===== config.mk =====
export PLATFORM = sky130hd
export DESIGN_NAME = radix_n_morton_codec
export DESIGN_NICKNAME = d
export VERILOG_FILES = /design/src/hdl/rnmc_pkg.sv /design/src/hdl/rnmc_div_unit.sv /design/src/hdl/rnmc_wacc.sv /design/src/hdl/rnmc_seq.sv /design/src/hdl/radix_n_morton_codec.sv
export SDC_FILE = /design/constraint.sdc
export NUM_CORES = 2
export LEC_CHECK = 0
export BUFFER_PORTS_ARGS = -buffer_cell sky130_fd_sc_hd__buf_2
export CAP_MARGIN = 10
export CORE_MARGIN = 2
export CORE_UTILIZATION = 50
export DETAILED_ROUTE_END_ITERATION = 16
export PLACE_DENSITY = 0.67
export SLEW_MARGIN = 25
export SYNTH_ARGS = -nofsm -noshare
export SYNTH_HDL_FRONTEND = slang
export SYNTH_SLANG_ARGS = --single-unit

===== constraint.sdc =====
create_clock -name clk -period 20.5 [get_ports clk]
set_input_delay 1.025 -clock clk [delete_from_list [all_inputs] [get_ports clk]]
set_output_delay 1.025 -clock clk [all_outputs]
set_load 0.1 [all_outputs]

===== src/hdl/rnmc_pkg.sv =====
// ----------------------------------------------------------------------------
// rnmc_pkg
// shared constants and control types of the general-radix morton codec
// ----------------------------------------------------------------------------
`default_nettype none

package rnmc_pkg;

  localparam int COORD_BITS     = 20;
  localparam int RADIX_BITS     = 8;
  localparam int LEVEL_BITS     = 4;
  localparam int CFG_ADDR_BITS  = 1;
  localparam int MAX_LEVELS_DEF = 10;
  localparam int INDEX_BITS_DEF = 31;

  localparam logic [COORD_BITS-1:0] COORD_MAX  = '1;
  localparam logic [RADIX_BITS-1:0] RADIX_MIN  = 8'd2;
  localparam logic [RADIX_BITS-1:0] RADIX_RST  = 8'd2;
  localparam logic [LEVEL_BITS-1:0] LEVELS_RST = 4'd1;

  // register indexes
  localparam logic [CFG_ADDR_BITS-1:0] CFG_RADIX  = 1'b0;
  localparam logic [CFG_ADDR_BITS-1:0] CFG_LEVELS = 1'b1;

  // operation codes
  localparam logic OP_ENCODE = 1'b0;
  localparam logic OP_DECODE = 1'b1;

  // digit slots within one round: y, x, z
  localparam logic [1:0] SLOT_Y = 2'd0;
  localparam logic [1:0] SLOT_X = 2'd1;
  localparam logic [1:0] SLOT_Z = 2'd2;

  typedef struct packed {
    logic       clear;
    logic       decode;
    logic       mul_en;
    logic       add_en;
    logic       w_bump;
    logic [1:0] slot;
  } wacc_ctl_t;

  typedef struct packed {
    logic valid;
    logic decode;
    logic rest_nz;
  } seq_res_t;

endpackage

`default_nettype wire


===== src/hdl/rnmc_div_unit.sv =====
// ----------------------------------------------------------------------------
// rnmc_div_unit
// shared divide-by-radix unit, eight quotient bits per cycle, msb first
// ----------------------------------------------------------------------------
`default_nettype none

module rnmc_div_unit #(
  parameter int DIV_W = 32
) (
  input  logic                            clk,
  input  logic                            rst,
  input  logic                            start,
  input  logic [DIV_W-1:0]                dividend,
  input  logic [rnmc_pkg::RADIX_BITS-1:0] radix,
  output logic                            done,
  output logic [DIV_W-1:0]                quot,
  output logic [rnmc_pkg::RADIX_BITS-1:0] digit
);
  import rnmc_pkg::*;

  localparam int NCHUNK = (DIV_W + 7) / 8;
  localparam int CH_W   = NCHUNK * 8;
  localparam int CNT_W  = (NCHUNK > 1) ? $clog2(NCHUNK) : 1;

  logic [CH_W-1:0]       sh;
  logic [RADIX_BITS-1:0] rem;
  logic [CNT_W-1:0]      cnt;
  logic                  busy;
  logic [RADIX_BITS-1:0] rem_next;
  logic [7:0]            qbits;

  // eight restoring steps on the top byte of the shift word
  always_comb begin
    logic [RADIX_BITS:0]   t;
    logic [RADIX_BITS-1:0] rm;
    rm    = rem;
    qbits = '0;
    for (int j = 0; j < 8; j++) begin
      t = {rm, sh[CH_W-1-j]};
      if (t >= {1'b0, radix}) begin
        qbits[7-j] = 1'b1;
        rm         = RADIX_BITS'(t - {1'b0, radix});
      end else begin
        qbits[7-j] = 1'b0;
        rm         = t[RADIX_BITS-1:0];
      end
    end
    rem_next = rm;
  end

  always_ff @(posedge clk) begin
    if (rst) begin
      busy <= 1'b0;
      done <= 1'b0;
    end else begin
      done <= busy && !start && (cnt == CNT_W'(NCHUNK - 1));
      if (start) begin
        busy <= 1'b1;
        cnt  <= '0;
        sh   <= CH_W'(dividend);
        rem  <= '0;
      end else if (busy) begin
        sh  <= {sh[CH_W-9:0], qbits};
        rem <= rem_next;
        cnt <= cnt + 1'b1;
        if (cnt == CNT_W'(NCHUNK - 1)) begin
          busy <= 1'b0;
        end
      end
    end
  end

  assign quot  = sh[DIV_W-1:0];
  assign digit = rem;

endmodule

`default_nettype wire


===== src/hdl/rnmc_wacc.sv =====
// ----------------------------------------------------------------------------
// rnmc_wacc
// weighted digit accumulator with saturation and running radix weight
// ----------------------------------------------------------------------------
`default_nettype none

module rnmc_wacc #(
  parameter int INDEX_BITS = rnmc_pkg::INDEX_BITS_DEF
) (
  input  logic                            clk,
  input  logic                            rst,
  input  rnmc_pkg::wacc_ctl_t             ctl,
  input  logic [rnmc_pkg::RADIX_BITS-1:0] digit,
  input  logic [rnmc_pkg::RADIX_BITS-1:0] radix,
  output logic [((INDEX_BITS > rnmc_pkg::COORD_BITS) ? INDEX_BITS
                 : rnmc_pkg::COORD_BITS)-1:0] acc_y,
  output logic [((INDEX_BITS > rnmc_pkg::COORD_BITS) ? INDEX_BITS
                 : rnmc_pkg::COORD_BITS)-1:0] acc_x,
  output logic [((INDEX_BITS > rnmc_pkg::COORD_BITS) ? INDEX_BITS
                 : rnmc_pkg::COORD_BITS)-1:0] acc_z,
  output logic                            ovf
);
  import rnmc_pkg::*;

  localparam int ACC_W = (INDEX_BITS > COORD_BITS) ? INDEX_BITS : COORD_BITS;
  localparam int W_W   = ACC_W + 1;
  localparam int PW    = W_W + RADIX_BITS;
  localparam logic [ACC_W-1:0] INDEX_CAP = ACC_W'({INDEX_BITS{1'b1}});
  localparam logic [ACC_W-1:0] COORD_CAP = ACC_W'(COORD_MAX);

  logic [ACC_W-1:0] acc [3];
  logic [ACC_W-1:0] cap;
  logic [W_W-1:0]   w;
  logic [PW-1:0]    prod_q;
  logic [PW-1:0]    wr_q;
  logic [PW:0]      sum;
  logic             sum_over;
  logic [W_W-1:0]   w_next;

  always_comb begin
    sum      = (PW+1)'(acc[ctl.slot]) + (PW+1)'(prod_q);
    sum_over = sum > (PW+1)'(cap);
    w_next   = (wr_q > PW'(cap)) ? (W_W'(cap) + W_W'(1)) : wr_q[W_W-1:0];
  end

  always_ff @(posedge clk) begin
    if (rst) begin
      ovf <= 1'b0;
    end else if (ctl.clear) begin
      ovf <= 1'b0;
    end else if (ctl.add_en && sum_over) begin
      ovf <= 1'b1;
    end
  end

  always_ff @(posedge clk) begin
    if (ctl.clear) begin
      for (int i = 0; i < 3; i++) begin
        acc[i] <= '0;
      end
      w   <= W_W'(1);
      cap <= ctl.decode ? COORD_CAP : INDEX_CAP;
    end else begin
      if (ctl.mul_en) begin
        prod_q <= PW'(digit) * PW'(w);
        wr_q   <= PW'(w) * PW'(radix);
      end
      if (ctl.add_en) begin
        acc[ctl.slot] <= sum_over ? cap : sum[ACC_W-1:0];
        if (ctl.w_bump) begin
          w <= w_next;
        end
      end
    end
  end

  assign acc_y = acc[SLOT_Y];
  assign acc_x = acc[SLOT_X];
  assign acc_z = acc[SLOT_Z];

endmodule

`default_nettype wire


===== src/hdl/rnmc_seq.sv =====
// ----------------------------------------------------------------------------
// rnmc_seq
// digit sequencer: operand registers, round counters and unit control
// ----------------------------------------------------------------------------
`default_nettype none

module rnmc_seq #(
  parameter int MAX_LEVELS = rnmc_pkg::MAX_LEVELS_DEF,
  parameter int INDEX_BITS = rnmc_pkg::INDEX_BITS_DEF
) (
  input  logic                              clk,
  input  logic                              rst,
  input  logic                              in_valid,
  output logic                              ready,
  input  logic                              in_op,
  input  logic [rnmc_pkg::COORD_BITS-1:0]   in_x,
  input  logic [rnmc_pkg::COORD_BITS-1:0]   in_y,
  input  logic [rnmc_pkg::COORD_BITS-1:0]   in_z,
  input  logic [INDEX_BITS-1:0]             in_index,
  input  logic [$clog2(MAX_LEVELS+1)-1:0]   lv,
  output logic                              div_start,
  output logic [((INDEX_BITS > rnmc_pkg::COORD_BITS) ? INDEX_BITS
                 : rnmc_pkg::COORD_BITS)-1:0] div_dividend,
  input  logic                              div_done,
  input  logic [((INDEX_BITS > rnmc_pkg::COORD_BITS) ? INDEX_BITS
                 : rnmc_pkg::COORD_BITS)-1:0] div_quot,
  output rnmc_pkg::wacc_ctl_t               ctl,
  input  logic                              out_free,
  output rnmc_pkg::seq_res_t                res
);
  import rnmc_pkg::*;

  localparam int DIV_W = (INDEX_BITS > COORD_BITS) ? INDEX_BITS : COORD_BITS;
  localparam int LV_W  = $clog2(MAX_LEVELS + 1);

  typedef enum logic [5:0] {
    ST_IDLE  = 6'b000001,
    ST_CHECK = 6'b000010,
    ST_DIV   = 6'b000100,
    ST_MUL   = 6'b001000,
    ST_ADD   = 6'b010000,
    ST_DONE  = 6'b100000
  } state_t;

  state_t                state;
  state_t                state_next;
  logic                  dec;
  logic [COORD_BITS-1:0] val [3];
  logic [INDEX_BITS-1:0] n;
  logic [1:0]            k;
  logic [LV_W-1:0]       lvl;
  logic                  accept;
  logic                  more;

  always_comb begin
    ready  = (state == ST_IDLE);
    accept = in_valid && ready;
    if (dec) begin
      more = (lvl < LV_W'(MAX_LEVELS)) && (n != '0);
    end else begin
      more = (lvl < lv);
    end
    div_start    = (state == ST_CHECK) && more;
    div_dividend = dec ? DIV_W'(n) : DIV_W'(val[k]);

    ctl.clear  = accept;
    ctl.decode = accept ? (in_op == OP_DECODE) : dec;
    ctl.mul_en = (state == ST_MUL);
    ctl.add_en = (state == ST_ADD);
    ctl.w_bump = !dec || (k == SLOT_Z);
    ctl.slot   = dec ? k : SLOT_Y;

    res.valid   = (state == ST_DONE);
    res.decode  = dec;
    res.rest_nz = dec && (n != '0);
  end

  always_comb begin
    state_next = state;
    unique case (state)
      ST_IDLE:  if (accept) state_next = ST_CHECK;
      ST_CHECK: state_next = more ? ST_DIV : ST_DONE;
      ST_DIV:   if (div_done) state_next = ST_MUL;
      ST_MUL:   state_next = ST_ADD;
      ST_ADD:   state_next = ST_CHECK;
      ST_DONE:  if (out_free) state_next = ST_IDLE;
      default:  state_next = ST_IDLE;
    endcase
  end

  always_ff @(posedge clk) begin
    if (rst) begin
      state <= ST_IDLE;
    end else begin
      state <= state_next;
    end
  end

  always_ff @(posedge clk) begin
    if (accept) begin
      dec         <= (in_op == OP_DECODE);
      val[SLOT_Y] <= in_y;
      val[SLOT_X] <= in_x;
      val[SLOT_Z] <= in_z;
      n           <= in_index;
      k           <= SLOT_Y;
      lvl         <= '0;
    end else begin
      if ((state == ST_DIV) && div_done) begin
        if (dec) begin
          n <= div_quot[INDEX_BITS-1:0];
        end else begin
          val[k] <= div_quot[COORD_BITS-1:0];
        end
      end
      if (state == ST_ADD) begin
        if (k == SLOT_Z) begin
          k   <= SLOT_Y;
          lvl <= lvl + 1'b1;
        end else begin
          k <= k + 1'b1;
        end
      end
    end
  end

endmodule

`default_nettype wire


===== src/hdl/radix_n_morton_codec.sv =====
// ----------------------------------------------------------------------------
// radix_n_morton_codec
// 3d coordinate <-> morton index conversion in a configurable radix
// D = digits worked per item: 3*num_levels for encode (num_levels capped at
//   MAX_LEVELS); up to 3*MAX_LEVELS for decode, fewer once the index runs out
// each digit goes through the shared divider, then a multiply and an add step
// one item at a time: s_tready stays low until the result goes to the output register
// reset: synchronous; radix 2, num_levels 1, no result pending
// ----------------------------------------------------------------------------
`default_nettype none

module radix_n_morton_codec #(
  parameter int MAX_LEVELS = rnmc_pkg::MAX_LEVELS_DEF,
  parameter int INDEX_BITS = rnmc_pkg::INDEX_BITS_DEF
) (
  input  logic                                  clk,
  input  logic                                  rst,
  input  logic                                  cfg_wr_en,
  input  logic [rnmc_pkg::CFG_ADDR_BITS-1:0]    cfg_addr,
  input  logic [rnmc_pkg::RADIX_BITS-1:0]       cfg_wr_data,
  input  logic                                  s_tvalid,
  output logic                                  s_tready,
  // coord_x, coord_y, coord_z, index_in, zero pad
  input  logic [((3*rnmc_pkg::COORD_BITS+INDEX_BITS+7)/8)*8-1:0] s_tdata,
  // operation
  input  logic [0:0]                            s_tuser,
  output logic                                  m_tvalid,
  input  logic                                  m_tready,
  // index_out, x_out, y_out, z_out, zero pad
  output logic [((3*rnmc_pkg::COORD_BITS+INDEX_BITS+7)/8)*8-1:0] m_tdata,
  // overflow
  output logic [0:0]                            m_tuser
);
  import rnmc_pkg::*;

  localparam int DATA_W = ((3*COORD_BITS + INDEX_BITS + 7) / 8) * 8;
  localparam int ACC_W  = (INDEX_BITS > COORD_BITS) ? INDEX_BITS : COORD_BITS;
  localparam int LV_W   = $clog2(MAX_LEVELS + 1);

  logic [RADIX_BITS-1:0] radix;
  logic [LEVEL_BITS-1:0] num_levels;
  logic [RADIX_BITS-1:0] r_eff;
  logic [LV_W-1:0]       lv_eff;

  logic                  div_start;
  logic [ACC_W-1:0]      div_dividend;
  logic                  div_done;
  logic [ACC_W-1:0]      div_quot;
  logic [RADIX_BITS-1:0] digit;
  wacc_ctl_t             ctl;
  seq_res_t              res;
  logic [ACC_W-1:0]      acc_y;
  logic [ACC_W-1:0]      acc_x;
  logic [ACC_W-1:0]      acc_z;
  logic                  acc_ovf;
  logic                  out_free;
  logic [DATA_W-1:0]     out_word;

  always_ff @(posedge clk) begin
    if (rst) begin
      radix      <= RADIX_RST;
      num_levels <= LEVELS_RST;
    end else if (cfg_wr_en) begin
      unique case (cfg_addr)
        CFG_RADIX:  radix      <= cfg_wr_data;
        CFG_LEVELS: num_levels <= cfg_wr_data[LEVEL_BITS-1:0];
        default:    ;
      endcase
    end
  end

  always_comb begin
    r_eff  = (radix < RADIX_MIN) ? RADIX_MIN : radix;
    lv_eff = (32'(num_levels) > MAX_LEVELS) ? LV_W'(MAX_LEVELS) : LV_W'(num_levels);
  end

  rnmc_seq #(
    .MAX_LEVELS (MAX_LEVELS),
    .INDEX_BITS (INDEX_BITS)
  ) u_seq (
    .clk          (clk),
    .rst          (rst),
    .in_valid     (s_tvalid),
    .ready        (s_tready),
    .in_op        (s_tuser[0]),
    .in_x         (s_tdata[COORD_BITS-1:0]),
    .in_y         (s_tdata[2*COORD_BITS-1:COORD_BITS]),
    .in_z         (s_tdata[3*COORD_BITS-1:2*COORD_BITS]),
    .in_index     (s_tdata[3*COORD_BITS +: INDEX_BITS]),
    .lv           (lv_eff),
    .div_start    (div_start),
    .div_dividend (div_dividend),
    .div_done     (div_done),
    .div_quot     (div_quot),
    .ctl          (ctl),
    .out_free     (out_free),
    .res          (res)
  );

  rnmc_div_unit #(
    .DIV_W (ACC_W)
  ) u_div (
    .clk      (clk),
    .rst      (rst),
    .start    (div_start),
    .dividend (div_dividend),
    .radix    (r_eff),
    .done     (div_done),
    .quot     (div_quot),
    .digit    (digit)
  );

  rnmc_wacc #(
    .INDEX_BITS (INDEX_BITS)
  ) u_wacc (
    .clk   (clk),
    .rst   (rst),
    .ctl   (ctl),
    .digit (digit),
    .radix (r_eff),
    .acc_y (acc_y),
    .acc_x (acc_x),
    .acc_z (acc_z),
    .ovf   (acc_ovf)
  );

  // output register, frees the core while a result waits
  assign out_free = !m_tvalid || m_tready;

  always_comb begin
    out_word = '0;
    if (res.decode) begin
      out_word[INDEX_BITS +: COORD_BITS]                = acc_x[COORD_BITS-1:0];
      out_word[INDEX_BITS + COORD_BITS +: COORD_BITS]   = acc_y[COORD_BITS-1:0];
      out_word[INDEX_BITS + 2*COORD_BITS +: COORD_BITS] = acc_z[COORD_BITS-1:0];
    end else begin
      out_word[INDEX_BITS-1:0] = acc_y[INDEX_BITS-1:0];
    end
  end

  always_ff @(posedge clk) begin
    if (rst) begin
      m_tvalid <= 1'b0;
    end else if (res.valid && out_free) begin
      m_tvalid <= 1'b1;
    end else if (m_tready) begin
      m_tvalid <= 1'b0;
    end
  end

  always_ff @(posedge clk) begin
    if (res.valid && out_free) begin
      m_tdata    <= out_word;
      m_tuser[0] <= acc_ovf || res.rest_nz;
    end
  end

endmodule

`default_nettype wire


# --- After elaboration in Yosys (flattened, before gate mapping) ---
# Memory sizes are Yosys's and may differ from the RTL's. A register that Yosys moved wholly into a read port is not among the register bits.
# Index checks and enable logic that the tools add are counted.
op_classes:
  add_sub_neg: 13
  n_mul: 2
  magnitude_cmp: 14
  eq_ne: 11
  mux: 60
  bitwise_logic: 3
  n_reduce_logical: 33
ops:
  columns: ["op", "n"]
  rows:
  - ["$mux W31", 8]
  - ["$mux W8", 10]
  - ["$ge A9 B8 Y1", 8]
  - ["$mux W32", 2]
  - ["$sub A8 B8 Y8", 8]
  - ["$add A31 B40 Y41", 1]
  - ["$gt A41 B31 Y1", 1]
  - ["$gt A40 B31 Y1", 1]
  - ["$mul A32 B8 Y40", 1]
  - ["$mul A8 B32 Y40", 1]
  - ["$pmux W6 S6", 1]
  - ["$add A31 B1 Y32 const B", 1]
  - ["$reduce_bool A31 Y1", 1]
  - ["$reduce_or A31 Y1", 1]
  - ["$mux W1", 26]
  - ["$mux W6", 4]
  - ["$mux W20", 1]
  - ["$reduce_or A20 Y1", 1]
  - ["$mux W2", 7]
  - ["$reduce_and A2 Y1", 7]
  - ["$logic_and A1 B1 Y1", 9]
  - ["$lt A8 B2 Y1 const B", 1]
  - ["$reduce_bool A2 Y1", 4]
  - ["$eq A6 B1 Y1 const B", 1]
  - ["other kinds (18)", 30]
word_totals:
  ff_bits: 337
  ramBits: 153
  inputBits: 111
  out_inout_bits: 99
  wordCells: 160
  mem_count: 2
mem_list:
  columns: ["name", "depth", "word_bits", "rd", "rd_clocked_by_memory_dff", "wr", "line_no", "source"]
  rows:
  - ["u_wacc.acc", 3, 31, 4, 2, 3, "rnmc_wacc.sv:31", "logic [ACC_W-1:0] acc [3];"]
  - ["u_seq.val", 3, 20, 1, 1, 3, "rnmc_seq.sv:48", "logic [COORD_BITS-1:0] val [3];"]

# --- Depth between registers and ports, before layout ---
logic_depth:
  ltp_word: 20
  depth_mapped: 95
  mapped_depth_nobuf: 87

# --- By module ---
# Synthesis repeated with hierarchy kept, for this count alone.
unflattened:
  hier_cells: 4032
  hier_area_um2: 43125.1
by_module_without_submodules:
  columns: ["mod", "n_inst", "cells_each", "area_per_inst_um2", "seq_area_each_um2"]
  rows:
  - ["rnmc_wacc", 1, 2744, 27147.3, 6816.5]
  - ["rnmc_seq", 1, 393, 6175.9, 3633.5]
  - ["rnmc_div_unit", 1, 621, 5796.8, 1301.2]
  - ["radix_n_morton_codec", 1, 274, 4005.1, 3022.9]

# --- Least setup slack after synthesis ---
# Ideal clock, no wire load.
synth_timing:
  kind: "register -> register"
  from: "reg radix[3]"
  to: "reg u_div.rem[4], in the netlist u_div.digit[4] (data pin)"
  setup_ps: 256
  arrival_ps: 17125
  required_time_ps: 20244
  slack_ps: 3120
  stages_incl_launch_ff: 90
  n_path_buf: 8
  period_less_slack_ps: 17380
  path_cell_list: "dfxtp_1 > clkbuf_1 > nor4_1 > nand2_1 > nand2b_1 > inv_1 > clkbuf_1 > ha_1 > nor2b_1 > o21ai_2 > a211o_1 > nand2_4 > mux2i_1 > inv_1 > ha_1 > and3_1 > o21ai_0 > nand3_1 > (+54 left out) > o21ai_0 > a31oi_1 > a211oi_4 > or2b_1 > o221a_2 > ha_1 > o21ai_0 > nand2b_1 > a21o_1 > a21o_1 > a21o_1 > a21oi_1 > o21ai_0 > a21oi_1 > o221a_1 > buf_6 > nor3_1 > a31o_2"
synth_via:
  elab_chain_len: 19
  word_cells_on_any_way: 27
  classes_between: "add/sub (8); order compare (9); mux (10)"
synth_rtl:
  columns: ["item", "line_no", "source"]
  rows:
  - ["from (decl)", "radix_n_morton_codec.sv:40", "logic [RADIX_BITS-1:0] radix;"]
  - ["from (signal assigned)", "radix_n_morton_codec.sv:65", "CFG_RADIX: radix <= cfg_wr_data;"]
  - ["$lt A8 B2 Y1", "radix_n_morton_codec.sv:73", "r_eff = (radix < RADIX_MIN) ? RADIX_MIN : radix;"]
  - ["$mux W8 *", "radix_n_morton_codec.sv:73", null]
  - ["$sub A8 B8 Y8 / $ge A9 B8 Y1 (equally long branches)", "rnmc_div_unit.sv:42, rnmc_div_unit.sv:40", null]
  - ["$mux W8", "rnmc_div_unit.sv:40", "if (t >= {1'b0, radix}) begin"]
  - ["$sub A8 B8 Y8 / $ge A9 B8 Y1 (equally long branches)", "rnmc_div_unit.sv:42, rnmc_div_unit.sv:40", null]
  - ["$mux W8", "rnmc_div_unit.sv:40", null]
  - ["$sub A8 B8 Y8 / $ge A9 B8 Y1 (equally long branches)", "rnmc_div_unit.sv:42, rnmc_div_unit.sv:40", null]
  - ["$mux W8", "rnmc_div_unit.sv:40", null]
  - ["(+3 left out)", null, null]
  - ["$mux W8", "rnmc_div_unit.sv:40", null]
  - ["$sub A8 B8 Y8 / $ge A9 B8 Y1 (equally long branches)", "rnmc_div_unit.sv:42, rnmc_div_unit.sv:40", null]
  - ["$mux W8", "rnmc_div_unit.sv:40", null]
  - ["$sub A8 B8 Y8 / $ge A9 B8 Y1 (equally long branches)", "rnmc_div_unit.sv:42, rnmc_div_unit.sv:40", null]
  - ["$mux W8", "rnmc_div_unit.sv:40", null]
  - ["$ge A9 B8 Y1 / $sub A8 B8 Y8 (equally long branches)", "rnmc_div_unit.sv:40, rnmc_div_unit.sv:42", null]
  - ["$mux W8 *", "rnmc_div_unit.sv:40", null]
  - ["$mux W8 *", "rnmc_div_unit.sv:62", "end else if (busy) begin"]
  - ["to (signal assigned)", "rnmc_div_unit.sv:64", "rem <= rem_next;"]
  - ["to (decl)", "rnmc_div_unit.sv:26", "logic [RADIX_BITS-1:0] rem;"]
# Mark *: on every way between the ends. The rest lies on a longest branch, timed or not. The select of a mux whose other input is x is not followed.
# A chain may end at the register's enable or synchronous reset.

# --- Final worst setup path ---
# Same ends and word-level chain as after synthesis.

==> flow_metrics.tcl <==
set metrics [dict create \
    status "completed" \
    antenna_found_initial 2 \
    reg2reg_setup_slack_ns 1.53 \
    ant_nets 0 \
    clockBufferDepth 3 \
    grt-ovfl-total 0 \
    gp_congestion 0.918 \
    drive_gt1_share_pct 11.9 \
    area_delta_synth_final_pct 9.64 \
    cp_slowest_stage_delay_ns 0.56 \
    core_area_mm2 0.0808 \
    synthFlopType "edfxtp_1" \
    final_common_cell "nand2_1" \
    drv_cap 0 \
    met3_usage_pct 3.27 \
    ys_types 89 \
    cts_max_level 2 \
    met1_usage_pct 33.7 \
    placement_rows 104 \
    drt-total-wl_um 103000 \
    finalSetupViolCount 0 \
    wire_per_inst_um 19.7 \
    grtUsageMet2_pct 40.3 \
    cp_max_fo 34 \
    nNetsFinal 4830 \
    final_cell_mix "nand2_1, edfxtp_1, inv_1" \
    io_buffers 199 \
    cts_sinks 513 \
    postCtsHoldBufs 0 \
    grt_pass1_wl_um 164000 \
    cp_common_cell "o21ai_0" \
    grt_pass1_vias 29900 \
    clockRootBuffer "clkbuf_16" \
    tns_ns 0 \
    syn_inst 3994 \
    top_usage_layer "met2" \
    whs_ns 0.451 \
    fin_crit_ns 18.97 \
    drtPass1Iterations 5 \
    initial_utilization_pct 50.7 \
    dp_hpwl_um 73200 \
    drtIter0Drc 1929 \
    final.setup_skew_ns 0.0442 \
    crit_arrival_ns 19.35 \
    die_w_um 290 \
    cp_num_buf_inv 3 \
    required_ns 20.89 \
    worst_pin_slew_ns 1.02 \
    grt_use_total_pct 24.4 \
    slew_headroom_pct 31.8 \
    fmax_mhz 52.7 \
    syn-cell-area_mm2 0.0410 \
    period_share_pct 92.5 \
    io_pins 210 \
    hp-class "register to register" \
    grt_start_max_net_pins 98 \
    hold_viol_final 0 \
    fp.dieArea_mm2 0.0843 \
    clkLatencyLatePin_ns 0.67 \
    synth_seq_area_share_pct 36.0 \
    crit_type "register to register" \
    worst_path_max_delay_cell "a2111o_2" \
    synthArstFlopShare_pct 0 \
    vias 29300 \
    synth_edf_count 450 \
    critPathLaunchType "register" \
    synth-warning-count 0 \
    drv_slew 0 \
    crit_family "compound AO/OA/AOI/OAI gates" \
    grt_setup_unrepaired "false" \
    die_h_um 290 \
    cts.reportedPaths.clkPinSlew_ns 0.06 \
    drc_errors 0 \
    cts_tree "done" \
    syn_area_per_cell_um2 10.3 \
    cts_buffers 58 \
    crit_path_end_kind "register" \
    via_per_inst 5.62 \
    synth-seq-cells 513 \
]
-- what timing repair did --
item,4_1_cts,5_1_grt
buffers inserted,0,4
setup endpoints to repair,0,9
resized for setup,0,13
-- synthesized netlist by cell type, drive strengths merged (35+ instances only) --
master | number | area, um^2
and2 | 244 | 1530
dfxtp | 63 | 1260
nor2b | 97 | 607
mux2 | 84 | 953
a21o | 83 | 623
nor2 | 228 | 858
o21ai | 103 | 519
o22ai | 64 | 400
mux2i | 41 | 418
nand3 | 79 | 405
nand2b | 37 | 231
xnor2 | 96 | 841
fa | 369 | 7390
edfxtp | 450 | 13500
clkbuf | 174 | 653
xor2 | 35 | 307
ha | 242 | 3030
a21oi | 184 | 928
nand2 | 592 | 2230
inv | 379 | 1420
-- sequential cells by signal, summed over array words and instances, names as in the netlist, 2 cells and up, named ones only --
signal and count:
m_tdata 91, num_levels 4, radix 8, u_div.cnt 2, u_div.digit 8, u_div.sh 32
u_seq.k 2, u_seq.lvl 4, u_seq.n 31, u_seq.state 6, u_seq.val 80, u_wacc.acc 124
u_wacc.prod_q 40, u_wacc.w 32, u_wacc.wr_q 40
-- routing by layer --
| metal | wire [um] | up-vias | part of all wire [%] |
|---|---|---|---|
| met5 | 0 | - | 0 |
| li1 | - | 13800 | - |
| met1 | 45000 | 14500 | 44 |
| met4 | 2830 | 0 | 2.8 |
| met3 | 5800 | 165 | 5.6 |
| met2 | 49100 | 853 | 48 |
-- per-stage QoR --
stage	utilization (%)	cells	area, um^2	worst slack, ns
after floorplan	-	3998	41000	3.12
after global placement	53.1	5104	42900	1.35
after detailed placement	53.1	5104	42900	1.10
after CTS	55.5	5210	44800	0.957
after global routing	55.6	5216	44900	0.0423
final	55.6	5216	44900	1.53
-- final cells by class --
cell class              instances  area (um^2)
multi-input cells            2912        24100
flip-flops and latches        513        14800
clock inverters                34          384
clock buffers                  72         1560
fillers                      7037        35900
repair buffers                244         1340
diodes                          2         5.00
inverters                     379         1430
well taps                    1060         1330
-- logic make-up after synthesis --
group	after synthesis	share of synthesized area, %
compound gates	593	9.27
other cells	1	0.00915
fa+ha+maj	611	25.4
xor+xnor	131	2.80
simple gates	1427	16.7
buf+inv	573	5.36
mux	145	4.44
flops	513	36.0
-- tightest hold or removal path: cells and delay by family (launching register included) --
kind | cells | cell delay (ns)
simple gates | 2 | 0.09
flops | 1 | 0.32
-- path summary, 6_finish.rpt --
| kind | start | end | cells after the start |
|---|---|---|---|
| min reg2reg | u_div.busy$_SDFF_PP0_ | u_div.done$_SDFF_PP0_ | 2 |
| max | radix[3]$_SDFFE_PP0P_ | u_div.digit[4]$_SDFFCE_PP0P_ | 80 |
| max reg2reg | radix[3]$_SDFFE_PP0P_ | u_div.digit[4]$_SDFFCE_PP0P_ | 80 |
| min | u_div.busy$_SDFF_PP0_ | u_div.done$_SDFF_PP0_ | 2 |
Power is left out: the tool's default activity adds up to more than one toggle a clock period on the data nets, which glitch-free logic cannot reach.
